### config.mk
export PLATFORM = sky130hd
export DESIGN_NAME = seven_segment_scan_controller
export DESIGN_NICKNAME = d
export VERILOG_FILES = /design/src/hw/rtl/sssc_pkg.sv /design/src/hw/rtl/sssc_store.sv /design/src/hw/rtl/sssc_bcd.sv /design/src/hw/rtl/seven_segment_scan_controller.sv
export SDC_FILE = /design/constraint.sdc
export NUM_CORES = 1
export LEC_CHECK = 0
export ABC_AREA = 1
export BUFFER_PORTS_ARGS = -buffer_cell sky130_fd_sc_hd__buf_2
export CAP_MARGIN = 30
export CORE_MARGIN = 2
export CORE_UTILIZATION = 55
export CTS_BUF_LIST = sky130_fd_sc_hd__clkbuf_16
export DETAILED_ROUTE_END_ITERATION = 8
export GPL_TIMING_DRIVEN = 0
export PLACE_DENSITY = 0.76
export SLEW_MARGIN = 30
export SYNTH_ARGS = -nofsm -noshare
export SYNTH_HDL_FRONTEND = slang
export SYNTH_HIERARCHICAL = 1
export SYNTH_SLANG_ARGS = --single-unit
### constraint.sdc
create_clock -name clk_i -period 1.9 [get_ports clk_i]
set_input_delay 0.475 -clock clk_i [delete_from_list [all_inputs] [get_ports clk_i]]
set_output_delay 0.475 -clock clk_i [all_outputs]
set_load 0.1 [all_outputs]
### src/hw/rtl/sssc_pkg.sv
// Shared types, constants and the digit code table of the scan controller.
package sssc_pkg;

  // Item modes
  localparam logic [1:0] MODE_TICK = 2'd0;
  localparam logic [1:0] MODE_NUM  = 2'd1;
  localparam logic [1:0] MODE_LED  = 2'd2;

  // Key codes reported on a tick
  localparam logic [2:0] KEY_NONE = 3'd0;
  localparam logic [2:0] KEY_CH0  = 3'd1;
  localparam logic [2:0] KEY_CH7  = 3'd2;
  localparam logic [2:0] KEY_CH8  = 3'd3;
  localparam logic [2:0] KEY_CH9  = 3'd4;

  // Store and scan geometry
  localparam int unsigned StoreDepth = 9;
  localparam int unsigned AddrW      = 4;
  localparam logic [AddrW-1:0] LED_SLOT   = 4'd8;
  localparam logic [AddrW-1:0] LAST_SLOT  = 4'd9;
  localparam logic [AddrW-1:0] CHAN_SEVEN = 4'd7;
  localparam logic [AddrW-1:0] CHAN_ZERO  = 4'd0;

  // Number conversion
  localparam logic [13:0] MAX_SHOWN = 14'd9999;
  localparam int unsigned BinW      = 14;
  localparam int unsigned BcdW      = 16;
  localparam int unsigned StepW     = 4;
  localparam logic [StepW-1:0] LAST_STEP = 4'd13;

  localparam logic [7:0] SEG_BLANK = 8'h00;

  typedef struct packed {
    logic [1:0]  mode;
    logic [13:0] value;
    logic        half;
    logic [3:0]  leds;
    logic        switch_low;
  } in_item_t;

  typedef struct packed {
    logic [7:0] segment_byte;
    logic [3:0] digit_select;
    logic [2:0] key;
  } out_item_t;

  // Store access request from the controller
  typedef struct packed {
    logic             re;
    logic [AddrW-1:0] raddr;
    logic             we;
    logic [AddrW-1:0] waddr;
    logic [7:0]       wdata;
  } mem_req_t;

  // Segment pattern of one decimal digit
  function automatic logic [7:0] seg_code(input logic [3:0] d);
    logic [7:0] c;
    case (d)
      4'd0: c = 8'hED;
      4'd1: c = 8'h21;
      4'd2: c = 8'h8F;
      4'd3: c = 8'hAB;
      4'd4: c = 8'h63;
      4'd5: c = 8'hEA;
      4'd6: c = 8'hEE;
      4'd7: c = 8'hA1;
      4'd8: c = 8'hEF;
      4'd9: c = 8'hEB;
      default: c = SEG_BLANK;
    endcase
    return c;
  endfunction

endpackage

### src/hw/rtl/sssc_store.sv
// Display store: nine segment bytes, one write and one registered read port.
module sssc_store
  import sssc_pkg::*;
(
  input  logic     clk_i,
  input  logic     rst_ni,
  input  mem_req_t req_i,
  output logic [7:0] rdata_o
);

  logic [7:0]            mem_q [StoreDepth];
  logic [StoreDepth-1:0] valid_q;
  logic [7:0]            rdata_q;

  // Payload array, no reset
  always_ff @(posedge clk_i) begin
    if (req_i.we) begin
      mem_q[req_i.waddr] <= req_i.wdata;
    end
  end

  // Written flags; an unwritten entry reads blank
  always_ff @(posedge clk_i or negedge rst_ni) begin
    if (!rst_ni) begin
      valid_q <= '0;
    end else if (req_i.we) begin
      valid_q[req_i.waddr] <= 1'b1;
    end
  end

  // Registered read
  always_ff @(posedge clk_i) begin
    if (req_i.re) begin
      rdata_q <= valid_q[req_i.raddr] ? mem_q[req_i.raddr] : SEG_BLANK;
    end
  end

  assign rdata_o = rdata_q;

endmodule

### src/hw/rtl/sssc_bcd.sv
// Iterative binary to BCD converter, one shift-add-3 step per cycle.
module sssc_bcd
  import sssc_pkg::*;
(
  input  logic            clk_i,
  input  logic            rst_ni,
  input  logic            start_i,
  input  logic [BinW-1:0] value_i,
  output logic            done_o,
  output logic [BcdW-1:0] bcd_o
);

  logic                 busy_q, done_q;
  logic [StepW-1:0]     cnt_q;
  logic [BcdW+BinW-1:0] shift_q, shift_d;
  logic [BcdW-1:0]      adj;

  // Add 3 to every digit of 5 or more before the shift
  always_comb begin
    for (int i = 0; i < BcdW / 4; i++) begin
      adj[4*i +: 4] = (shift_q[BinW + 4*i +: 4] >= 4'd5) ?
                      shift_q[BinW + 4*i +: 4] + 4'd3 : shift_q[BinW + 4*i +: 4];
    end
    shift_d = {adj, shift_q[BinW-1:0]} << 1;
  end

  // Control
  always_ff @(posedge clk_i or negedge rst_ni) begin
    if (!rst_ni) begin
      busy_q <= 1'b0;
      done_q <= 1'b0;
      cnt_q  <= '0;
    end else begin
      done_q <= 1'b0;
      if (start_i) begin
        busy_q <= 1'b1;
        cnt_q  <= '0;
      end else if (busy_q) begin
        cnt_q <= cnt_q + 1'b1;
        if (cnt_q == LAST_STEP) begin
          busy_q <= 1'b0;
          done_q <= 1'b1;
        end
      end
    end
  end

  // Shift register
  always_ff @(posedge clk_i) begin
    if (start_i) begin
      shift_q <= {{BcdW{1'b0}}, value_i};
    end else if (busy_q) begin
      shift_q <= shift_d;
    end
  end

  assign done_o = done_q;
  assign bcd_o  = shift_q[BcdW+BinW-1:BinW];

endmodule

### src/hw/rtl/seven_segment_scan_controller.sv
// Top level: multiplexed seven-segment display and key scan controller.
//
// Input channel (in_valid_i / in_stall_o / in_item_i) takes one item at a
// time: a tick, a set-number or a set-LED item. Only a tick yields a result,
// on the output channel (out_valid_o / out_stall_i / out_item_o), which holds
// the slot's segment byte, its decoder channel and any key seen.
// The store sits in a synchronous memory with a registered read; the
// controller below runs the store reads and writes of each item.
// Tick: the slot is read on accept (slot 9 is not read and shows blank);
//   the output register is loaded once it is free, then back to idle.
// Set LEDs: read slot 8, then write it back with the four LED bits changed.
// Set number: 14 conversion steps, the done flag, then 4 digit writes over
//   the single write port; a value above 9999 changes nothing.
// Reset blanks the whole store at once through per-entry written flags and
// sets the scan to slot 0; no clearing pass is needed.
// While a result waits under out_stall_i the block still takes set items; a
// tick holds in_stall_o high until the waiting result has been taken.
module seven_segment_scan_controller
  import sssc_pkg::*;
(
  input  logic      clk_i,
  input  logic      rst_ni,
  input  logic      in_valid_i,
  output logic      in_stall_o,
  input  in_item_t  in_item_i,
  output logic      out_valid_o,
  input  logic      out_stall_i,
  output out_item_t out_item_o
);

  localparam logic [2:0] S_IDLE = 3'd0;
  localparam logic [2:0] S_TICK = 3'd1;
  localparam logic [2:0] S_BCD  = 3'd2;
  localparam logic [2:0] S_WR   = 3'd3;
  localparam logic [2:0] S_LED  = 3'd4;

  logic [2:0]       state_q, state_d;
  logic [AddrW-1:0] slot_q, slot_d;
  logic [1:0]       k_q, k_d;
  in_item_t         item_q;
  logic             out_valid_q, out_valid_d;
  out_item_t        out_q, out_d;

  logic             accept, out_free, bcd_start, bcd_done;
  logic [BcdW-1:0]  bcd;
  logic [7:0]       rdata;
  logic [2:0]       digits;
  mem_req_t         req;

  assign in_stall_o = (state_q != S_IDLE);
  assign accept     = in_valid_i && !in_stall_o;
  assign out_free   = !out_valid_q || !out_stall_i;
  assign bcd_start  = accept && (in_item_i.mode == MODE_NUM) && (in_item_i.value <= MAX_SHOWN);

  sssc_store u_store (
    .clk_i   (clk_i),
    .rst_ni  (rst_ni),
    .req_i   (req),
    .rdata_o (rdata)
  );

  sssc_bcd u_bcd (
    .clk_i   (clk_i),
    .rst_ni  (rst_ni),
    .start_i (bcd_start),
    .value_i (in_item_i.value),
    .done_o  (bcd_done),
    .bcd_o   (bcd)
  );

  // Number of digits shown, leading zeros blanked
  always_comb begin
    if (item_q.value >= 14'd1000)     digits = 3'd4;
    else if (item_q.value >= 14'd100) digits = 3'd3;
    else if (item_q.value >= 14'd10)  digits = 3'd2;
    else                              digits = 3'd1;
  end

  // Sequencer and store requests
  always_comb begin
    state_d     = state_q;
    slot_d      = slot_q;
    k_d         = k_q;
    out_valid_d = out_valid_q && out_stall_i;
    out_d       = out_q;
    req         = '0;
    case (state_q)
      S_IDLE: begin
        if (accept) begin
          case (in_item_i.mode)
            MODE_TICK: begin
              req.re    = (slot_q != LAST_SLOT);
              req.raddr = slot_q;
              state_d   = S_TICK;
            end
            MODE_NUM: begin
              if (bcd_start) state_d = S_BCD;
            end
            MODE_LED: begin
              req.re    = 1'b1;
              req.raddr = LED_SLOT;
              state_d   = S_LED;
            end
            default: state_d = S_IDLE;
          endcase
        end
      end
      S_TICK: begin
        if (out_free) begin
          out_valid_d        = 1'b1;
          out_d.segment_byte = (slot_q == LAST_SLOT) ? SEG_BLANK : rdata;
          out_d.digit_select = slot_q;
          out_d.key          = KEY_NONE;
          if (item_q.switch_low) begin
            if (slot_q == CHAN_ZERO)       out_d.key = KEY_CH0;
            else if (slot_q == CHAN_SEVEN) out_d.key = KEY_CH7;
            else if (slot_q == LED_SLOT)   out_d.key = KEY_CH8;
            else if (slot_q == LAST_SLOT)  out_d.key = KEY_CH9;
          end
          slot_d  = (slot_q == LAST_SLOT) ? CHAN_ZERO : slot_q + 1'b1;
          state_d = S_IDLE;
        end
      end
      S_BCD: begin
        if (bcd_done) begin
          k_d     = 2'd0;
          state_d = S_WR;
        end
      end
      S_WR: begin
        req.we    = 1'b1;
        req.waddr = {1'b0, item_q.half, k_q};
        req.wdata = ({1'b0, k_q} < digits) ? seg_code(bcd[4*k_q +: 4]) : SEG_BLANK;
        k_d       = k_q + 1'b1;
        if (k_q == 2'd3) state_d = S_IDLE;
      end
      S_LED: begin
        req.we    = 1'b1;
        req.waddr = LED_SLOT;
        req.wdata = {item_q.leds[0], item_q.leds[1], rdata[5:4],
                     item_q.leds[2], rdata[2], item_q.leds[3], rdata[0]};
        state_d   = S_IDLE;
      end
      default: state_d = S_IDLE;
    endcase
  end

  // Control registers
  always_ff @(posedge clk_i or negedge rst_ni) begin
    if (!rst_ni) begin
      state_q     <= S_IDLE;
      slot_q      <= '0;
      k_q         <= '0;
      out_valid_q <= 1'b0;
    end else begin
      state_q     <= state_d;
      slot_q      <= slot_d;
      k_q         <= k_d;
      out_valid_q <= out_valid_d;
    end
  end

  // Payload registers
  always_ff @(posedge clk_i) begin
    if (accept) item_q <= in_item_i;
    out_q <= out_d;
  end

  assign out_valid_o = out_valid_q;
  assign out_item_o  = out_q;

`ifndef SYNTHESIS
  a_we_state: assert property (@(posedge clk_i) disable iff (!rst_ni)
    req.we |-> (state_q == S_WR || state_q == S_LED))
    else $error("store write outside a write state");

  a_addr_range: assert property (@(posedge clk_i) disable iff (!rst_ni)
    (req.we || req.re) |-> ((!req.we || req.waddr <= LED_SLOT) &&
                            (!req.re || req.raddr <= LED_SLOT)))
    else $error("store address beyond last entry");

  a_tick_seq: assert property (@(posedge clk_i) disable iff (!rst_ni)
    (accept && in_item_i.mode == MODE_TICK) |=> (state_q == S_TICK))
    else $error("tick item did not enter tick state");

  a_bcd_done: assert property (@(posedge clk_i) disable iff (!rst_ni)
    bcd_done |-> (state_q == S_BCD))
    else $error("conversion finished outside conversion state");

  a_slot_range: assert property (@(posedge clk_i) disable iff (!rst_ni)
    slot_q <= LAST_SLOT)
    else $error("scan slot out of range");
`endif

endmodule

==> impl_metrics.ini, run 1 <==
[layout]
final_cell_count_no_fill = 1157
fillCellCount = 975
multiInputGateArea_um2 = 3266
fin_nets = 1004
ff_latch_area_um2 = 4792
n_antenna_cell = 0
utilization_pct = 70.91
drive_gt1_share_pct = 29.29
design_area_um2 = 10190
synthToLayoutAreaGrowth_pct = 27.61

[synth]
ys_seq_area_share_pct = 59.99
ys.flop_type = edfxtp_1
synth_top_area_cell = edfxtp_1
ys_types = 33
netlist.area_leader.share_pct = 48.14
syn_nets = 900
avgSynthCellArea_um2 = 9.327
ys_top_cells_by_area = edfxtp_1, nand2_1, dfrtp_1, nand3_1, dfxtp_1
yosys-top-cells-count = nand2_1, edfxtp_1, nand3_1
yosys_warnings = 6
ys_seq_elements = 169
synth_area_um2 = 7984
synth_most_common_cell = nand2_1
synthCells = 856
synth_edf_count = 128
async_flop_share_pct = 14.79

[power_and_ir_drop]
p_per_area_nw_per_um2 = 1584
p_total_mw = 16.14
peakVddDrop_v = 0.0008821
p_leak_nw = 4.371

[global_route]
grt_pass1_wl_mm = 30.79
grtUsageTotal_pct = 25.54
grt_max_degree = 26
grt_pass1_vias = 6227
grt_overflow_total = 0
antenna_found_initial = 0

[sta]
hold_viol = 0
fin_worst_skew_ns = 0.01270
period_share_pct = 115.8
slew_headroom_pct = 45.18
slew_viol_final = 0
finalCriticalPeriod_ns = 2.201
finalSetupViolCount = 127
rsz0062_at_grt = true
fin_ws_ns = -0.3009
max_freq_ghz = 0.4544
tightest_slew_ns = 0.8213

[placement]
pre_cts_slack_ns = -0.4862
place_area_um2 = 8496
dp_hpwl_mm = 11.93
port_buffers = 42
place_congestion = 0.8732
dp_cells = 1082

[die]
die_w_um = 124.5
die-height_um = 124.5
initial_core_util_pct = 55.56
core-area_um2 = 14370
rows = 44
io_pins = 43
design.die.area_um2 = 15500

[drt]
ant_nets = 0
wl_mm = 20.95
routed_via_density = 5.593
drc = 0
routedWlPerCell_um = 18.11
drt_first_pass_iters = 5
drtIter0Drc = 609
vias = 6471

[outcome]
violations = setup timing
outcome = complete, but fails checks

[clocking]
clk_latency_ns = 0.44
numCtsBuffers = 17
tritoncts = yes
cts.clk_slew.worst_paths_ns = 0.07
clk_path_buf_depth = 2
h-tree-depth = 4
cts_sinks = 169
cts-root-buf = clkbuf_16
hold_buffers = 0

[critical_path]
crit_path_max_incr_delay_ns = 0.40
path_depth = 14
critPathCaptureType = register
path_max_fanout = 9
cp.required_ns = 2.07
crit_chain = buf_6, inv_4, buf_8, nand2_2, nand3_2, nand2_4, inv_4, buf_4, ha_1, nand2_1, nor2_2, nor2_2, nand3_4, nand2_8
rrSetupSlack_ns = -0.30
worst-path-buf-inv = 5
worstSetupPathType = reg -> reg
r2r_cells = 14
crit_family = simple AND/OR/NAND/NOR gates
cp_slowest_cell = dfrtp_1
worstPathArrival_ns = 2.37
startpoint_type = register

[worst_hold_path]
hold_path.class = in -> async

[run]
cap_violations = 0
[through the flow]
stage	hold WS, ns	setup TNS (ns)
floorplan	0.1794	-1.803
global placement	0.4285	-60.99
detailed placement	0.4367	-65.44
CTS	0.05133	-4.118
global route	0.08646	-27.98
finish	0.03898	-17.84
[repair_timing]
item | CTS | global route
endpoints found under the setup margin | 158 | 203
endpoints found under the hold margin | 0 | 0
gates cloned | 6 | 0
pin swaps | 42 | 39
buffers inserted | 22 | 16
resized for setup | 111 | 67
[layer usage]
| layer | vias up | share of wire, % | GRT usage, % | routed length [µm] |
|---|---|---|---|---|
| met4 | 0 | 5.0 | 13.88 | 1052 |
| met3 | 92 | 6.2 | 4.381 | 1308 |
| met1 | 3074 | 37 | 29.34 | 7691 |
| met2 | 307 | 52 | 45.36 | 10900 |
| li1 | 2998 | - | - | - |
| met5 | - | 0 | 0 | 0 |
[logic make-up after synthesis]
family          Yosys count  synth area share, %
simple gates            507                26.66
flops                   169                59.99
buf+inv                 123                7.726
compound gates           36                2.476
fa+ha+maj                18                2.821
xor+xnor                  3               0.3292
[flip-flops by register name, summed over array words and instances (netlist names)]
| name | flops |
|---|---|
| item_q | 19 |
| k_q | 2 |
| out_item_o | 15 |
| out_valid_o | 1 |
| slot_q | 4 |
| state_q | 3 |
| u_bcd/busy_q | 1 |
| u_bcd/cnt_q | 4 |
| u_bcd/done_o | 1 |
| u_bcd/shift_q | 30 |
| u_store/mem_q | 72 |
| u_store/rdata_o | 8 |
| u_store/valid_q | 9 |
[final timing paths]
path                                    from                   to
setup / recovery                      k_q[0]  u_store/mem_q[3][5]
max in group asynchronous             rst_ni           state_q[0]
min in group clk_i              in_item_i[4]            item_q[4]
hold reg to reg            u_bcd/shift_q[13]    u_bcd/shift_q[14]
setup reg to reg                      k_q[0]  u_store/mem_q[3][5]
hold / removal                        rst_ni       u_bcd/cnt_q[1]
[cell usage in the layout (no fill, tap or decap), types with 3 or more instances in the layout]
cell	count
buf_4	41
clkinvlp_4	3
dfrtp_1	23
nand2_1	264
inv_4	6
nand3_1	84
a21oi_1	6
ha_1	13
dfxtp_1	16
buf_2	45
nand2_4	20
buf_6	13
clkbuf_16	17
nor2_4	17
inv_1	68
nor3_1	4
o21ai_0	20
nand3_2	20
edfxtp_1	128
nand2_2	28
clkinv_2	7
buf_12	11
nand3_4	9
o22ai_1	3
nor2_2	12
buf_8	6
inv_2	8
xor2_1	3
ha_4	4
nor2_1	46
clkinv_1	3
nand2_8	3
[power breakdown]
group	switching [mW]	internal (mW)
sequential	0.476	5.09
combinational	4.77	2.46
clock	1.43	1.91
total	6.68	9.46
[worst register-to-register path, delay by kind of cell (launching register included)]
kind	cells	cell delay, ns
adder cells (fa/ha/maj)	1	0.17
AND/OR/NAND/NOR	8	0.81
buffers and inverters	5	0.56
flip-flops	1	0.40
[final cells by class]
class,count,area share [%]
Clock inverter,15,1.314
Clock buffer,17,4.175
Timing Repair Buffer,79,6.275
Inverter,85,3.377
Tap cell,184,2.260
Buffer,38,3.512
Multi-Input combinational cell,570,32.05
Sequential cell,169,47.03
No activity file was read; power rests on OpenSTA's default activity.
==> inputs of run 2 (changes only) <==
--- a/config.mk
+++ b/config.mk
@@ -5,14 +5,12 @@
 export SDC_FILE = /design/constraint.sdc
 export NUM_CORES = 1
 export LEC_CHECK = 0
-export ABC_AREA = 1
 export BUFFER_PORTS_ARGS = -buffer_cell sky130_fd_sc_hd__buf_2
 export CAP_MARGIN = 30
 export CORE_MARGIN = 2
 export CORE_UTILIZATION = 55
 export CTS_BUF_LIST = sky130_fd_sc_hd__clkbuf_16
 export DETAILED_ROUTE_END_ITERATION = 8
-export GPL_TIMING_DRIVEN = 0
 export PLACE_DENSITY = 0.76
 export SLEW_MARGIN = 30
 export SYNTH_ARGS = -nofsm -noshare
==> run 2 against run 1 <==
Against the previous run: the flow still finishes with violations (setup timing); flip-flop and latch count stayed put; global-route usage is 1.0 points higher; clock-buffer cell count is 2 higher; critical endpoint is now u_store/rdata_o[7]; largest cell class unchanged.
==> impl_metrics.ini, run 2 <==
[outcome]
outcome = complete, but fails checks
violations = setup timing

[global_route]
grt_pass1_wl_mm = 29.25
grt_max_degree = 26
grtUsageTotal_pct = 26.57
antenna_found_initial = 0
grt_pass1_vias = 5448
grtUsageMet3_pct = 6.320
grt_use_met2_pct = 46.67
grt_util_met1_pct = 32.90
grt-busiest-layer = met2
grt_overflow_total = 0

[layout]
fin_nets = 756
final_common_cell = edfxtp_1
fillCellCount = 796
synthToLayoutAreaGrowth_pct = 35.55
regMostFlops = u_store/mem_q
reg_top3 = u_store/mem_q (72), u_bcd/shift_q (30), item_q (19)
n_antenna_cell = 0
final_cell_count_no_fill = 905
layout_common_cells = edfxtp_1, buf_4, buf_2
drive_gt1_share_pct = 47.72
utilization_pct = 75.95
largest_reg_flops = 72

[drt]
drc = 0
drt_first_pass_iters = 6
drtIter0Drc = 500
routed_via_density = 5.967
wl_mm = 19.52
ant_nets = 0
routedWlPerCell_um = 21.56
vias = 5400

[critical_path]
crit_family = simple AND/OR/NAND/NOR gates
crit_path_max_incr_delay_ns = 0.52
startpoint_type = register
worstSetupPathType = reg -> reg
cp_slowest_cell = mux4_2
cp.required_ns = 2.06
crit_chain = nor3_4, nand3b_1, nor2_2, and2_4, buf_12, buf_6, mux4_2, a221oi_4, a211oi_2
worst-path-buf-inv = 2
path_max_fanout = 8
worstPathArrival_ns = 2.66
critPathCaptureType = register

[power_and_ir_drop]
p_clk_share_pct = 21.3
peakVddDrop_v = 0.001273
comb_power_share_pct = 44.3
p_sw_share_pct = 37.02
p_per_area_nw_per_um2 = 1513
p_switching_mw = 5.860
p_leak_nw = 4.007
seq_power_share_pct = 34.4
intPower_mw = 9.969

[sta]
max_freq_ghz = 0.4000
rsz0062_at_grt = true
slew_headroom_pct = 46.78
fin_worst_skew_ns = 0.01262
period_share_pct = 131.6
hold_viol = 0
holdWs_ns = 0.03739
fin_ws_ns = -0.5999
fin_tns_setup_ns = -47.01
slew_viol_final = 0
finalCriticalPeriod_ns = 2.500
tightest_slew_ns = 0.7947
finalSetupViolCount = 165

[synth]
synth_edf_count = 128
yosys-top-cells-count = edfxtp_1, nor2_1, nand2_1
syn_nets = 589
netlist.area_leader.share_pct = 49.81
synth_compound_area_share_pct = 8.852
synthCells = 545
avgSynthCellArea_um2 = 14.16
synth_top_family_by_area = simple AND/OR/NAND/NOR gates
synth-xor-area-share_pct = 0.5674
synth_top_area_cell = edfxtp_1
ys.flop_type = edfxtp_1
synthMuxAreaShare_pct = 9.679
ys_top_cells_by_area = edfxtp_1, dfrtp_1, dfxtp_1, mux4_1, ha_1
synthSimpleGateAreaFrac_pct = 11.22
ys_seq_elements = 169
ys_types = 68
synth_most_common_cell = edfxtp_1
async_flop_share_pct = 14.79
ys_seq_area_share_pct = 62.06
synth-adder-area-share_pct = 2.918
synth_area_um2 = 7717
yosys_warnings = 6

[die]
die-height_um = 122.5
design.die.area_um2 = 15000
io_pins = 43
die_w_um = 122.5
core-area_um2 = 13770
initial_core_util_pct = 56.03
rows = 43

[placement]
dp_hpwl_mm = 11.09
place_congestion = 0.8255
pre_cts_slack_ns = -0.6635
port_buffers = 42
dp_cells = 830

[clocking]
hold_buffers = 0
tritoncts = yes
clk_latency_ns = 0.43
cts_sinks = 169
clk_path_buf_depth = 2
h-tree-depth = 4
numCtsBuffers = 17
cts.clk_slew.worst_paths_ns = 0.06
cts-root-buf = clkbuf_16

[worst_hold_path]
hold_path.class = in -> async

[run]
cap_violations = 0
-- run 2: changes by cell type after synthesis, moves of 10 or more --
cell | previous run | this run
nand3_1 | 111 | 9
inv_1 | 77 | 23
mux4_1 | 0 | 12
o21ai_1 | 0 | 10
a21oi_1 | 7 | 18
or2_2 | 0 | 11
nand2_1 | 300 | 27
nor2_1 | 72 | 30
and2_1 | 1 | 16
nor2b_1 | 0 | 13
mux2_2 | 0 | 15
-- run 2: layer usage --
layer  share of wire, %  wire (µm)
met4                2.2        424
met5                  0          0
met1                 37       7283
met2                 53      10330
met3                7.6       1481
-- run 2: final timing paths --
kind                                     from            endpoint  slack [ns]  depth (start not counted)
hold / removal                         rst_ni  u_store/valid_q[8]        0.04                          1
max in group asynchronous              rst_ni              k_q[0]        1.45                          1
min in group clk_i               in_item_i[2]           item_q[2]        0.23                          1
hold reg to reg            u_store/valid_q[5]  u_store/valid_q[5]        0.47                          1
setup / recovery                   state_q[2]  u_store/rdata_o[7]       -0.60                          9
setup reg to reg                   state_q[2]  u_store/rdata_o[7]       -0.60                          9
-- run 2: power groups by stage --
| stage | Combinational, mW | Clock [mW] | Sequential [mW] |
|---|---|---|---|
| finish | 7.02 | 3.37 | 5.44 |
| global route | 7.51 | 3.54 | 5.51 |
| global placement | 5.59 | 0 | 5.42 |
| detailed placement | 5.85 | 0 | 5.46 |
| floorplan | 3.53 | 0 | 6.03 |
| CTS | 6.55 | 3.37 | 5.41 |
-- run 2: stage by stage --
step | instance area (µm²) | total power [mW]
2_1_floorplan | 7911 | 9.566
3_3_place_gp | 8901 | 11.02
3_5_place_dp | 8901 | 11.31
4_1_cts | 10240 | 15.33
5_1_grt | 10460 | 16.55
6_report | 10460 | 15.83
-- run 2: cell type report --
class                   instances  area, µm²  area share (%)
clock buffers                  19      475.5           4.545
multi-input cells             322       3162           30.22
inverters                      23      88.84          0.8492
flip-flops and latches        169       4793           45.82
repair buffers                179       1615           15.44
well taps                     180      225.2           2.153
clock inverters                13      101.3          0.9688
-- run 2: cells by family after synthesis --
kind of cell,after synthesis
DFF,169
muxes,42
xor gates and xnor gates,5
buffers and inverters,60
AOI/OAI and AO/OA,95
adders and majority gates,18
and+or+nand+nor,156
-- run 2: timing repair --
action,CTS,global route
resized for setup,118,33
gates cloned,12,2
buffers inserted,22,9
endpoints found under the setup margin,185,189
pin swaps,47,16
==> inputs of run 3 (changes only) <==
--- a/config.mk
+++ b/config.mk
@@ -11,6 +11,7 @@
 export CORE_UTILIZATION = 55
 export CTS_BUF_LIST = sky130_fd_sc_hd__clkbuf_16
 export DETAILED_ROUTE_END_ITERATION = 8
+export MAX_ROUTING_LAYER = met4
 export PLACE_DENSITY = 0.76
 export SLEW_MARGIN = 30
 export SYNTH_ARGS = -nofsm -noshare
==> run 3 against run 2 <==
Against the previous run: the flow still finishes with violations (setup timing); critical path type unchanged; hold slack better by 0.0015 ns; clock skew down 0.00098 ns; largest cell class unchanged; non-clock buffer count up 3; wire length up 3.5%; die area unchanged; global-route usage up 0.71 points.
==> impl_metrics.ini, run 3 (synthesis gave the netlist of run 2 again) <==
[outcome]
outcome = complete, but fails checks
violations = setup timing

[placement]
place_area_um2 = 8901
dp_hpwl_mm = 11.09
pre_cts_slack_ns = -0.6635
place_congestion = 0.8380
port_buffers = 42

[global_route]
grt_pass1_vias = 5448
grt_overflow_total = 0
grt_pass1_wl_mm = 29.22
grtUsageTotal_pct = 27.28
grt_max_degree = 26
antenna_found_initial = 0

[sta]
finalCriticalPeriod_ns = 2.555
period_share_pct = 134.5
rsz0062_at_grt = true
fin_tns_setup_ns = -61.45
max_freq_ghz = 0.3914
tightest_slew_ns = 0.7704
slew_headroom_pct = 48.40
hold_viol = 0
slew_viol_final = 0
finalSetupViolCount = 165
fin_worst_skew_ns = 0.01164
fin_ws_ns = -0.6548

[clocking]
tritoncts = yes
clk_latency_ns = 0.43
cts-root-buf = clkbuf_16
cts_sinks = 169
clk_path_buf_depth = 2
cts.clk_slew.worst_paths_ns = 0.07
numCtsBuffers = 17
hold_buffers = 0
h-tree-depth = 4

[drt]
vias = 5452
drc = 0
wl_mm = 20.20
routed_via_density = 6.004
drtIter0Drc = 557
routedWlPerCell_um = 22.25
ant_nets = 0
drt_first_pass_iters = 5

[layout]
largest_reg_flops = 72
synthToLayoutAreaGrowth_pct = 35.96
fin_nets = 759
regMostFlops = u_store/mem_q
layout_common_cells = edfxtp_1, buf_4, buf_2
reg_top3 = u_store/mem_q (72), u_bcd/shift_q (30), item_q (19)
final_common_cell = edfxtp_1
design_area_um2 = 10490
n_antenna_cell = 0
fillCellCount = 785
drive_gt1_share_pct = 47.94

[die]
die-height_um = 122.5
rows = 43
core-area_um2 = 13770
design.die.area_um2 = 15000
die_w_um = 122.5
io_pins = 43
initial_core_util_pct = 56.03

[power_and_ir_drop]
p_total_mw = 15.90
peakVddDrop_v = 0.001270
p_leak_nw = 4.024
p_per_area_nw_per_um2 = 1515

[critical_path]
path_max_fanout = 8
cp.required_ns = 2.07
critPathCaptureType = register
worstPathArrival_ns = 2.72
worstSetupPathType = reg -> reg
startpoint_type = register

[run]
cap_violations = 0

[worst_hold_path]
hold_path.class = in -> async
## run 3: critical path, stage by stage, from the launching register on
cell	delay, ns
dfrtp_1	0.42
nor3_4	0.20
nand3b_1	0.15
nor2_2	0.13
and2_4	0.21
buf_12	0.15
buf_6	0.11
mux4_2	0.55
a221oi_2	0.30
a211oi_2	0.06
## run 3: layer usage
layer | track usage, % | vias to the layer above | part of all wire [%]
met1 | 32.55 | 2734 | 37
met3 | 6.180 | 43 | 7.3
li1 | - | 2402 | -
met4 | 7.902 | 0 | 2.7
met5 | - | - | 0
met2 | 46.63 | 273 | 53
## run 3: final timing paths
check / from / to / slack (ns) / depth (start not counted)
setup / recovery: state_q[2] / u_store/rdata_o[2] / -0.65 / 9
hold / removal: rst_ni / state_q[2] / 0.04 / 1
setup reg to reg: state_q[2] / u_store/rdata_o[2] / -0.65 / 9
hold reg to reg: u_store/valid_q[0] / u_store/valid_q[0] / 0.49 / 1
max in group asynchronous: rst_ni / k_q[0] / 1.44 / 1
min in group clk_i: in_item_i[2] / item_q[2] / 0.23 / 1
## run 3: layout make-up
class / count / area (µm²) / area share [%]
Clock buffer: 19 / 475.5 / 4.531
Clock inverter: 13 / 101.3 / 0.9659
Inverter: 23 / 88.84 / 0.8466
Multi-Input combinational cell: 322 / 3164 / 30.16
Sequential cell: 169 / 4793 / 45.68
Tap cell: 180 / 225.2 / 2.146
Timing Repair Buffer: 182 / 1644 / 15.67
## run 3: metrics by stage
stage | util (%) | hold slack [ns] | cells
floorplan | - | 0.1794 | 545
CTS | 74.37 | 0.05648 | 894
global route | 76.18 | 0.08480 | 908
detailed placement | 64.63 | 0.4561 | 830
finish | 76.18 | 0.03891 | 908
global placement | 64.63 | 0.4495 | 830
## run 3: power by group
part	switching [mW]	internal [mW]
Sequential	0.467	4.98
Combinational	3.99	3.08
Clock	1.43	1.94
Total	5.89	10.0
## run 3: repair_timing
action                     4_1_cts  5_1_grt
cloned                          12        2
setup endpoints to repair      185      189
pin swaps                       47       16
resized for setup              118       39
buffers inserted                22       13
